File: src/rtl/hkrb_pkg.sv
// ----------------------------------------------------------------------------
// HID keyboard report builder package
// Shared types, command codes and the key code to HID usage lookup.
// ----------------------------------------------------------------------------
package hkrb_pkg;

  // Slot count default and the fixed number of usage fields in a report
  localparam int SLOT_COUNT_DEF = 6;
  localparam int MAX_SLOTS      = 6;

  // Event commands; the two remaining codes mean "other"
  typedef enum logic [1:0] {
    CMD_DOWN = 2'd0,
    CMD_UP   = 2'd1
  } hkrb_cmd_t;

  // Modifier select codes
  typedef enum logic [1:0] {
    MOD_NONE  = 2'd0,
    MOD_SHIFT = 2'd1,
    MOD_CTRL  = 2'd2,
    MOD_ALT   = 2'd3
  } hkrb_mod_sel_t;

  // Input word
  typedef struct packed {
    hkrb_cmd_t     cmd;
    hkrb_mod_sel_t modifier_select;
    logic [15:0]   key_code;
  } hkrb_in_t;

  // Result word
  typedef struct packed {
    logic [2:0] modifier_bits;
    logic [7:0] usage_one;
    logic [7:0] usage_two;
    logic [7:0] usage_three;
    logic [7:0] usage_four;
    logic [7:0] usage_five;
    logic [7:0] usage_six;
  } hkrb_out_t;

  // Held modifier flags
  typedef struct packed {
    logic alt;
    logic shift;
    logic ctrl;
  } hkrb_mods_t;

  // HID usage for ASCII codes 0x00..0x7F
  localparam logic [7:0] ASCII_USAGE [128] = '{
    8'h00,8'h00,8'h00,8'h00,8'h00,8'h00,8'h00,8'h00,
    8'h2A,8'h2B,8'h00,8'h00,8'h00,8'h28,8'h00,8'h00,
    8'h00,8'h00,8'h00,8'h00,8'h00,8'h00,8'h00,8'h00,
    8'h00,8'h00,8'h00,8'h29,8'h00,8'h00,8'h00,8'h00,
    8'h2C,8'h1E,8'h34,8'h20,8'h21,8'h22,8'h24,8'h34,
    8'h26,8'h27,8'h25,8'h2E,8'h36,8'h2D,8'h37,8'h38,
    8'h27,8'h1E,8'h1F,8'h20,8'h21,8'h22,8'h23,8'h24,
    8'h25,8'h26,8'h33,8'h33,8'h36,8'h2E,8'h37,8'h38,
    8'h1F,8'h04,8'h05,8'h06,8'h07,8'h08,8'h09,8'h0A,
    8'h0B,8'h0C,8'h0D,8'h0E,8'h0F,8'h10,8'h11,8'h12,
    8'h13,8'h14,8'h15,8'h16,8'h17,8'h18,8'h19,8'h1A,
    8'h1B,8'h1C,8'h1D,8'h2F,8'h31,8'h30,8'h23,8'h2D,
    8'h35,8'h04,8'h05,8'h06,8'h07,8'h08,8'h09,8'h0A,
    8'h0B,8'h0C,8'h0D,8'h0E,8'h0F,8'h10,8'h11,8'h12,
    8'h13,8'h14,8'h15,8'h16,8'h17,8'h18,8'h19,8'h1A,
    8'h1B,8'h1C,8'h1D,8'h2F,8'h31,8'h30,8'h35,8'h4C
  };

  // HID usage for special codes 0x100..0x15F, indexed by the low seven bits
  localparam logic [7:0] SPECIAL_USAGE [96] = '{
    // function keys F1..F12
    8'h3A,8'h3B,8'h3C,8'h3D,8'h3E,8'h3F,8'h40,8'h41,
    8'h42,8'h43,8'h44,8'h45,8'h00,8'h00,8'h00,8'h00,
    // arrows
    8'h50,8'h4F,8'h52,8'h51,8'h00,8'h00,8'h00,8'h00,
    8'h00,8'h00,8'h00,8'h00,8'h00,8'h00,8'h00,8'h00,
    // navigation block
    8'h49,8'h4A,8'h4D,8'h4B,8'h4E,8'h00,8'h00,8'h00,
    8'h00,8'h00,8'h00,8'h00,8'h00,8'h00,8'h00,8'h00,
    // locks, print screen, pause
    8'h39,8'h53,8'h46,8'h47,8'h48,8'h00,8'h00,8'h00,
    8'h00,8'h00,8'h00,8'h00,8'h00,8'h00,8'h00,8'h00,
    // keypad operators and enter
    8'h54,8'h55,8'h56,8'h57,8'h58,8'h00,8'h00,8'h00,
    8'h00,8'h00,8'h00,8'h00,8'h00,8'h00,8'h00,8'h00,
    // keypad digits and period
    8'h59,8'h5A,8'h5B,8'h5C,8'h5D,8'h5E,8'h5F,8'h60,
    8'h61,8'h62,8'h63,8'h00,8'h00,8'h00,8'h00,8'h00
  };

  // Map a host key code to its HID usage, zero when unmapped
  function automatic logic [7:0] code_to_usage(input logic [15:0] code);
    logic [7:0] usage;
    usage = 8'h00;
    if (code[15:7] == 9'd0) begin
      usage = ASCII_USAGE[code[6:0]];
    end else if ((code[15:8] == 8'h01) && (code[7:4] < 4'd6)) begin
      usage = SPECIAL_USAGE[code[6:0]];
    end
    return usage;
  endfunction

endpackage

File: src/rtl/hid_keyboard_report_builder_top.sv
// ----------------------------------------------------------------------------
// HID keyboard report builder, top level
// Builds 6-key boot keyboard reports from key down and up events.
// ----------------------------------------------------------------------------
// One key event is taken in every cycle: busy stays low. An event is
// registered at the edge where start is high, applied to the slots and
// modifier flags in the next cycle, and a down or up event gives its report
// on out_valid/out_data in the cycle after that. The report is shown for
// exactly one cycle and the receiver cannot stall it; capture it on the
// strobe. Reports come in event order. Write enable only while no event is
// in flight (two idle cycles after the last start); with enable low, events
// change nothing and give no report.
// ----------------------------------------------------------------------------
module hid_keyboard_report_builder_top #(
  parameter int SLOT_COUNT = hkrb_pkg::SLOT_COUNT_DEF
) (
  input  logic                clk,
  input  logic                rst_n,
  // event channel
  input  logic                start,
  output logic                busy,
  input  hkrb_pkg::hkrb_in_t  in_data,
  // report channel
  output logic                out_valid,
  output hkrb_pkg::hkrb_out_t out_data,
  // configuration
  input  logic                cfg_valid,
  output logic                cfg_ready,
  input  logic                cfg_data
);

  logic                        in_valid_r;
  hkrb_pkg::hkrb_in_t          in_data_r;
  logic                        enable_r;
  logic [SLOT_COUNT-1:0][15:0] slots_nxt;
  hkrb_pkg::hkrb_mods_t        mods_nxt;
  logic                        report_go;

  assign busy      = 1'b0;
  assign cfg_ready = 1'b1;

  // Input word register
  always_ff @(posedge clk) begin
    if (!rst_n) begin
      in_valid_r <= 1'b0;
    end else begin
      in_valid_r <= start;
    end
  end

  always_ff @(posedge clk) begin
    if (start) begin
      in_data_r <= in_data;
    end
  end

  // Enable register
  always_ff @(posedge clk) begin
    if (!rst_n) begin
      enable_r <= 1'b1;
    end else if (cfg_valid && cfg_ready) begin
      enable_r <= cfg_data;
    end
  end

  hkrb_slot_bank #(
    .SLOT_COUNT (SLOT_COUNT)
  ) u_slot_bank (
    .clk       (clk),
    .rst_n     (rst_n),
    .evt_valid (in_valid_r && enable_r),
    .evt       (in_data_r),
    .slots_nxt (slots_nxt),
    .mods_nxt  (mods_nxt),
    .report_go (report_go)
  );

  hkrb_report_pack #(
    .SLOT_COUNT (SLOT_COUNT)
  ) u_report_pack (
    .clk       (clk),
    .rst_n     (rst_n),
    .report_go (report_go),
    .slots     (slots_nxt),
    .mods      (mods_nxt),
    .out_valid (out_valid),
    .out_data  (out_data)
  );

endmodule

File: src/rtl/hkrb_slot_bank.sv
// ----------------------------------------------------------------------------
// Pending key slot bank
// Holds the pending key slots and modifier flags, applies one event per cycle
// and presents the updated state to the report packer.
// ----------------------------------------------------------------------------
module hkrb_slot_bank #(
  parameter int SLOT_COUNT = hkrb_pkg::SLOT_COUNT_DEF
) (
  input  logic                         clk,
  input  logic                         rst_n,
  input  logic                         evt_valid,
  input  hkrb_pkg::hkrb_in_t           evt,
  output logic [SLOT_COUNT-1:0][15:0]  slots_nxt,
  output hkrb_pkg::hkrb_mods_t         mods_nxt,
  output logic                         report_go
);

  logic [SLOT_COUNT-1:0][15:0] slots_r;
  hkrb_pkg::hkrb_mods_t        mods_r;
  logic                        is_down;
  logic                        found;

  assign is_down = (evt.cmd == hkrb_pkg::CMD_DOWN);

  // Apply the event to the slots and modifier flags
  always_comb begin
    slots_nxt = slots_r;
    mods_nxt  = mods_r;
    report_go = 1'b0;
    found     = 1'b0;
    if (evt_valid) begin
      unique case (evt.modifier_select)
        hkrb_pkg::MOD_NONE:  ;
        hkrb_pkg::MOD_SHIFT: mods_nxt.shift = is_down;
        hkrb_pkg::MOD_CTRL:  mods_nxt.ctrl  = is_down;
        hkrb_pkg::MOD_ALT:   mods_nxt.alt   = is_down;
        default: ;
      endcase
      unique case (evt.cmd)
        hkrb_pkg::CMD_DOWN: begin
          // fill the first empty slot, drop the key when all are taken
          report_go = 1'b1;
          for (int i = 0; i < SLOT_COUNT; i++) begin
            if (!found && (slots_r[i] == 16'd0)) begin
              slots_nxt[i] = evt.key_code;
              found        = 1'b1;
            end
          end
        end
        hkrb_pkg::CMD_UP: begin
          // release every slot holding this code
          report_go = 1'b1;
          for (int i = 0; i < SLOT_COUNT; i++) begin
            if (slots_r[i] == evt.key_code) begin
              slots_nxt[i] = 16'd0;
            end
          end
        end
        default: ;
      endcase
    end
  end

  // Hold slot and modifier state
  always_ff @(posedge clk) begin
    if (!rst_n) begin
      slots_r <= '0;
      mods_r  <= '0;
    end else begin
      slots_r <= slots_nxt;
      mods_r  <= mods_nxt;
    end
  end

endmodule

File: src/rtl/hkrb_report_pack.sv
// ----------------------------------------------------------------------------
// Report packer
// Looks up the HID usage of each pending slot, packs mapped usages to the
// front and registers the finished report word.
// ----------------------------------------------------------------------------
module hkrb_report_pack #(
  parameter int SLOT_COUNT = hkrb_pkg::SLOT_COUNT_DEF
) (
  input  logic                         clk,
  input  logic                         rst_n,
  input  logic                         report_go,
  input  logic [SLOT_COUNT-1:0][15:0]  slots,
  input  hkrb_pkg::hkrb_mods_t         mods,
  output logic                         out_valid,
  output hkrb_pkg::hkrb_out_t          out_data
);

  logic [7:0]          usage  [SLOT_COUNT];
  logic [7:0]          packed_use [hkrb_pkg::MAX_SLOTS];
  logic [2:0]          pos;
  hkrb_pkg::hkrb_out_t out_data_nxt;
  hkrb_pkg::hkrb_out_t out_data_r;
  logic                out_valid_r;

  // Look up one usage per slot
  always_comb begin
    for (int i = 0; i < SLOT_COUNT; i++) begin
      usage[i] = hkrb_pkg::code_to_usage(slots[i]);
    end
  end

  // Pack mapped usages to the front, skip unmapped and empty slots
  always_comb begin
    for (int j = 0; j < hkrb_pkg::MAX_SLOTS; j++) begin
      packed_use[j] = 8'h00;
    end
    pos = 3'd0;
    for (int i = 0; i < SLOT_COUNT; i++) begin
      if ((usage[i] != 8'h00) && (pos < 3'(hkrb_pkg::MAX_SLOTS))) begin
        packed_use[pos] = usage[i];
        pos             = pos + 3'd1;
      end
    end
  end

  // Assemble the report word
  always_comb begin
    out_data_nxt.modifier_bits = {mods.alt, mods.shift, mods.ctrl};
    out_data_nxt.usage_one     = packed_use[0];
    out_data_nxt.usage_two     = packed_use[1];
    out_data_nxt.usage_three   = packed_use[2];
    out_data_nxt.usage_four    = packed_use[3];
    out_data_nxt.usage_five    = packed_use[4];
    out_data_nxt.usage_six     = packed_use[5];
  end

  // Strobe register
  always_ff @(posedge clk) begin
    if (!rst_n) begin
      out_valid_r <= 1'b0;
    end else begin
      out_valid_r <= report_go;
    end
  end

  // Report register, loaded only for a new report
  always_ff @(posedge clk) begin
    if (report_go) begin
      out_data_r <= out_data_nxt;
    end
  end

  assign out_valid = out_valid_r;
  assign out_data  = out_data_r;

endmodule
File: config.mk
export PLATFORM = sky130hd
export DESIGN_NAME = hid_keyboard_report_builder_top
export DESIGN_NICKNAME = d
export VERILOG_FILES = /design/src/rtl/hkrb_pkg.sv /design/src/rtl/hid_keyboard_report_builder_top.sv /design/src/rtl/hkrb_slot_bank.sv /design/src/rtl/hkrb_report_pack.sv
export SDC_FILE = /design/constraint.sdc
export NUM_CORES = 1
export LEC_CHECK = 0
export BUFFER_PORTS_ARGS = -buffer_cell sky130_fd_sc_hd__buf_2
export CAP_MARGIN = 10
export CORE_MARGIN = 1
export CORE_UTILIZATION = 52
export CTS_CLUSTER_SIZE = 28
export DETAILED_ROUTE_END_ITERATION = 12
export GPL_TIMING_DRIVEN = 0
export PLACE_DENSITY = 0.69
export SYNTH_ARGS = -nofsm -noshare
export SYNTH_HDL_FRONTEND = slang
export SYNTH_SLANG_ARGS = --single-unit
File: constraint.sdc
create_clock -name clk -period 9.4 [get_ports clk]
set_input_delay 1.41 -clock clk [delete_from_list [all_inputs] [get_ports clk]]
set_output_delay 1.41 -clock clk [all_outputs]
set_load 0.01 [all_outputs]
Word-level counts from Yosys, hierarchy flattened:

Memory sizes are Yosys's and may differ from the RTL's.
Cells that the tools add are included.

* latch bits: 0
* RAM bits: 0
* bits in registers: 173
* ROM bits: 12288
* input port bits: 25
* output and inout port bits: 54
* memories kept: 12
* word-level logic and storage cells: 236

Memories
* (name not given): depth 128, width 8, rd ports 1, clocked after Yosys merged registers in 0, wr ports 0, RTL line hkrb_pkg.sv:99 `usage = SPECIAL_USAGE[code[6:0]];`
* (name not given): depth 128, width 8, rd ports 1, clocked after Yosys merged registers in 0, wr ports 0, RTL line hkrb_pkg.sv:97 `usage = ASCII_USAGE[code[6:0]];`
* (name not given): depth 128, width 8, rd ports 1, clocked after Yosys merged registers in 0, wr ports 0, RTL line hkrb_pkg.sv:97
* (name not given): depth 128, width 8, rd ports 1, clocked after Yosys merged registers in 0, wr ports 0, RTL line hkrb_pkg.sv:97
* (name not given): depth 128, width 8, rd ports 1, clocked after Yosys merged registers in 0, wr ports 0, RTL line hkrb_pkg.sv:99
* (name not given): depth 128, width 8, rd ports 1, clocked after Yosys merged registers in 0, wr ports 0, RTL line hkrb_pkg.sv:99
* 6 more memories

* multiplexer cells: 97
* bitwise operators: 11
* div/mod/pow operators: 0
* shift operators: 0
* equal/unequal tests: 16
* $lt $le $gt $ge: 27
* reduce and logical (&&, ||, !) cells: 47
* add/sub/neg operators: 4
* multipliers: 0

Operator list (count)
* 8-bit two-way mux: 42
* 48-bit bitwise mux: 5
* 48-bit two-way mux: 5
* 16-bit two-way mux: 12
* 96-bit case mux with 2 select lines: 1
* 8-bit demux with 3-bit select: 5
* 16-bit == test: 6
* 16-bit zero test: 6
* 96-bit two-way mux: 1
* 9-bit zero test: 6
* 8-bit by 1-bit == test with 1-bit output, second input constant: 6
* 8-bit >= comparator, second input constant: 6
* 7-bit inverter with 8-bit output: 6
* 8-bit nonzero test: 6
* 4-bit by 3-bit less-than comparator with 1-bit output, second input constant: 6
* 1-bit logical AND: 22
* 1-bit two-way mux: 21
* 4-bit >= comparator, second input constant: 5
* 4-bit by 1-bit less-than comparator with 1-bit output, second input constant: 5
* 3-bit inverter with 4-bit output: 4
* 3-bit two-way mux: 5
* 3-bit less-than comparator, second input constant: 4
* 3-bit by 1-bit adder with 3-bit output, second input constant: 3
* 1-bit zero test: 5
* other kinds (7): 9

Longest topological paths before layout:

* depth in word-level cells: 56
* depth in mapped cells: 35
* mapped depth without buffers: 29

Hierarchy:

From an unflattened synthesis, not the netlist that was laid out.

* cells, all modules: 2392
* area total of the unflattened synthesis: 18418.9 um2

Modules (own cells, without submodules)
* hkrb_report_pack: times used 1, area an instance 11726.2 um2, cells an instance 1634, seq. area each 1371.3 um2
* hkrb_slot_bank: times used 1, area an instance 6003.3 um2, cells an instance 728, seq. area each 1981.9 um2
* hid_keyboard_report_builder_top: times used 1, area an instance 689.4 um2, cells an instance 30, seq. area each 640.6 um2

Worst setup path before layout:

No wires, ideal clock.

* kind: reg-to-reg
* start point: reg u_slot_bank.slots_r[32] in the netlist's numbering
* end point: reg u_report_pack.out_data_r, in the netlist u_report_pack.out_data[40], data pin
* required time: 9.124 ns
* path buffers: 4
* library setup time: 0.276 ns
* data arrival time: 7.249 ns
* slack: 1.875 ns
* period minus slack after synthesis: 7.525 ns
* cell stages (with the launch flop): 27
* cell sequence: dfxtp_1 > or4_4 > or4_4 > nor3_4 > buf_6 > a31oi_1 > nor2_1 > inv_1 > ha_1 > buf_4 > or3_1 > o21ai_1 > a31oi_1 > o41ai_2 > nand4_1 > or3_1 > clkbuf_1 > fa_1 > ha_1 > mux2i_1 > o21ai_1 > ha_1 > xnor2_1 > or3_4 > a221o_1 > buf_2 > mux2i_1

RTL lines
* start, declared: RTL line hkrb_slot_bank.sv:18 `logic [SLOT_COUNT-1:0][15:0] slots_r;`
* start signal, assigned: RTL line hkrb_slot_bank.sv:70 `slots_r <= slots_nxt;`
* end signal, assigned: RTL line hkrb_report_pack.sv:69 `out_data_r <= out_data_nxt;`
* end, declared: RTL line hkrb_report_pack.sv:22 `hkrb_pkg::hkrb_out_t out_data_r;`

==> metrics.txt <==
initial drt markers=3,573; CTS tree=built; leakage=7.75 nW; final-stage net count=2,577; Period minus WS final=9230 ps; clk sinks=167; r2r startpoint=in_data_r[3]$_DFFE_PP_; layout cell share with drive strength beyond 1=10.2%; commonest non-fill, non-tap cell in the layout=nand2_1; Max Cap Viol=0; post-synthesis cell count=2,365; Avg Cell Area, Syn=7.74 um2; Seq cells post-synth=167; sequential fraction of the synthesis area=21.8%; Final setup viols=0; clk_lat worst skew=460 ps; ys async rst share=0%; initial antenna violation count=0; hold path start=u_slot_bank.slots_r[27]$_SDFF_PN0_; final core occ=57.8%; die area=35,900 um2; FF-to-FF End=u_report_pack.out_data[0]$_DFFE_PP_; All-Layer GR Usage=41.5%; Syn Std Cell Area=18,300 um2; pre-CTS setup slack=-525 ps; Initial Util=53.0%; R2R cell count=28; CP max stage delay=930 ps; fin. max-slew vios=0; cts hold-fix bufs=0; ant diodes=0; CP required=9540 ps; dominant cells by area after synthesis=dfxtp_1 (11%), edfxtp_1 (11%), ha_1 (6.1%), mux2i_1 (6.0%), xor2_1 (3.9%); Top FF cell, synth=dfxtp_1; post-synth cell types=105; worst hold path type=flop to flop; Final Hold Slack=514 ps; Core Area=34,500 um2; total grt overflow=0; TritonRoute pass-1 iters=7; fmax=0.108 GHz; Min-Delay Endpoint=u_slot_bank.slots_r[27]$_SDFF_PN0_; number of enable flip-flop cells after synthesis=65; VDD IR max=0.105 mV; Die Height=190 um; Yosys top cell by area=dfxtp_1; Site Rows=68; status=finished clean; Vias per Instance=7.41; WL met3=10,400 um; crit path kind=flop to flop; CP arrival=9380 ps; reg-to-reg setup timing slack=170 ps; Die Wd=190 um; vias in the first global route=19.7k; slowest CP cell=edfxtp_1; Slew headroom=13.3%; # port buffers=69; fin crit share=98.2%; pwr/cell area=105 nW/um2; Placed Cells=2,897; routed wire length per instance=26.4 um; DR WL met2=32,600 um; Worst Skew=18.4 ps; setup TNS after final layout=0 ps; final WL=77,300 um; most frequent cells in the layout=nand2_1 (160), nor2_1 (156), clkbuf_1 (139); DRC=0; via count=21.7k; Ports=79; routability cong.=1.07; H-tree depth=4; Detail Route Antenna Nets=0; clock slew seen by the registers of the worst setup and hold paths=80 ps; Design Area, Final=20,000 um2; hold path depth=2; clock tree buffer depth=2; CTS Buf Count=17; largest net degree at the start of global routing=43; Worst setup SP type=flop; synth warn=0; final number of hold-violating endpoints=0; met1 wire length=29,300 um; Area Overhead vs Synth=9.17%; placed cell area=19,300 um2; DP Wirelength=56,800 um; CP Max Fanout=10; share of the synthesized area in the top cell type=11.2%; CTS root buffer=clkbuf_16; Final WS setup=166 ps; first-pass GRT wire length=117,000 um; final non-filler cell total=2,930; nature of the critical path endpoint=flop; # fillers=3,253; Worst Tran Pin Value=1290 ps; Final Power=2.10 mW; Max Used Layer=met4
-- how the worst max path moves through the flow --
stage / startpoint / to / slack [ps]
2_1_floorplan: u_slot_bank.slots_r[32]$_SDFF_PN0_ / u_report_pack.out_data[40]$_DFFE_PP_ / 1880
3_3_place_gp: in_data_r[3]$_DFFE_PP_ / u_report_pack.out_data[0]$_DFFE_PP_ / -480
3_5_place_dp: in_data_r[3]$_DFFE_PP_ / u_report_pack.out_data[4]$_DFFE_PP_ / -520
4_1_cts: in_data_r[19]$_DFFE_PP_ / u_report_pack.out_data[41]$_DFFE_PP_ / 8
5_1_grt: in_data_r[9]$_DFFE_PP_ / u_report_pack.out_data[43]$_DFFE_PP_ / -30
6_report: in_data_r[3]$_DFFE_PP_ / u_report_pack.out_data[0]$_DFFE_PP_ / 170
-- area by class of cell --
cell class	count	area [um2]	share of cell area [%]
well taps	455	569	2.85
clock inverters	13	154	0.770
multi-input cells	1930	13300	66.4
flip-flops and latches	167	3990	20.0
clock buffers	19	433	2.17
inverters	65	244	1.22
plain buffers	201	863	4.32
repair buffers	80	447	2.24
-- power by group --
part | switching (mW) | internal [mW] | leakage (nW)
logic | 0.382 | 0.182 | 6.03
registers | 0.0187 | 0.770 | 1.43
clock network | 0.362 | 0.381 | 0.287
total | 0.762 | 1.33 | 7.75
-- critical path: cells and delay by family, from the launching register on --
| family | cells | cell delay, ps |
|---|---|---|
| AO/OA/AOI/OAI | 6 | 2160 |
| XOR/XNOR | 1 | 190 |
| adder cells (fa/ha/maj) | 4 | 1410 |
| buffers and inverters | 7 | 1810 |
| flip-flops | 1 | 930 |
| multiplexers | 1 | 180 |
| AND/OR/NAND/NOR | 9 | 2220 |
-- what timing repair did --
action	4_1_cts	5_1_grt
resized for setup	8	39
pin swaps	2	1
endpoints found under the setup margin	42	42
buffers inserted	3	4
gates cloned	0	0
-- cell usage after synthesis (35+ instances only) --
cell	number
clkbuf_1	161
nand2_1	161
nor2_1	159
a21oi_1	139
o21ai_0	137
mux2i_1	109
dfxtp_1	102
ha_1	89
xor2_1	82
nor4_1	67
edfxtp_1	65
nor3_1	65
a31oi_1	64
a22oi_1	62
nand3_1	62
and2_1	58
inv_1	57
nor2b_1	48
a211oi_1	42
o211ai_1	41
nand4_1	37
and3_1	35
-- logic make-up after synthesis --
| kind of cell | synth area share, % |
|---|---|
| AND/OR/NAND/NOR | 22.0 |
| XOR/XNOR | 4.84 |
| AO/OA/AOI/OAI | 32.3 |
| multiplexers | 6.64 |
| other | 0.0410 |
| adder cells (fa/ha/maj) | 6.25 |
| buffers and inverters | 6.07 |
| flip-flops | 21.8 |
-- sequential cells by signal (all words and copies together) (netlist names) --
| name | cells |
|---|---|
| u_report_pack.out_data | 45 |
| u_slot_bank.slots_r | 96 |
| enable_r | 1 |
| in_valid_r | 1 |
| u_slot_bank.mods_r | 3 |
| u_report_pack.out_valid | 1 |
| in_data_r | 20 |
-- per-layer routing --
layer / vias to the layer above / track usage [%]
met5: - / 0
met4: 0 / 23.7
met3: 402 / 9.96
met2: 1949 / 62.2
met1: 10100 / 54.4
li1: 9274 / -
Power figures use the tool's default switching activity.
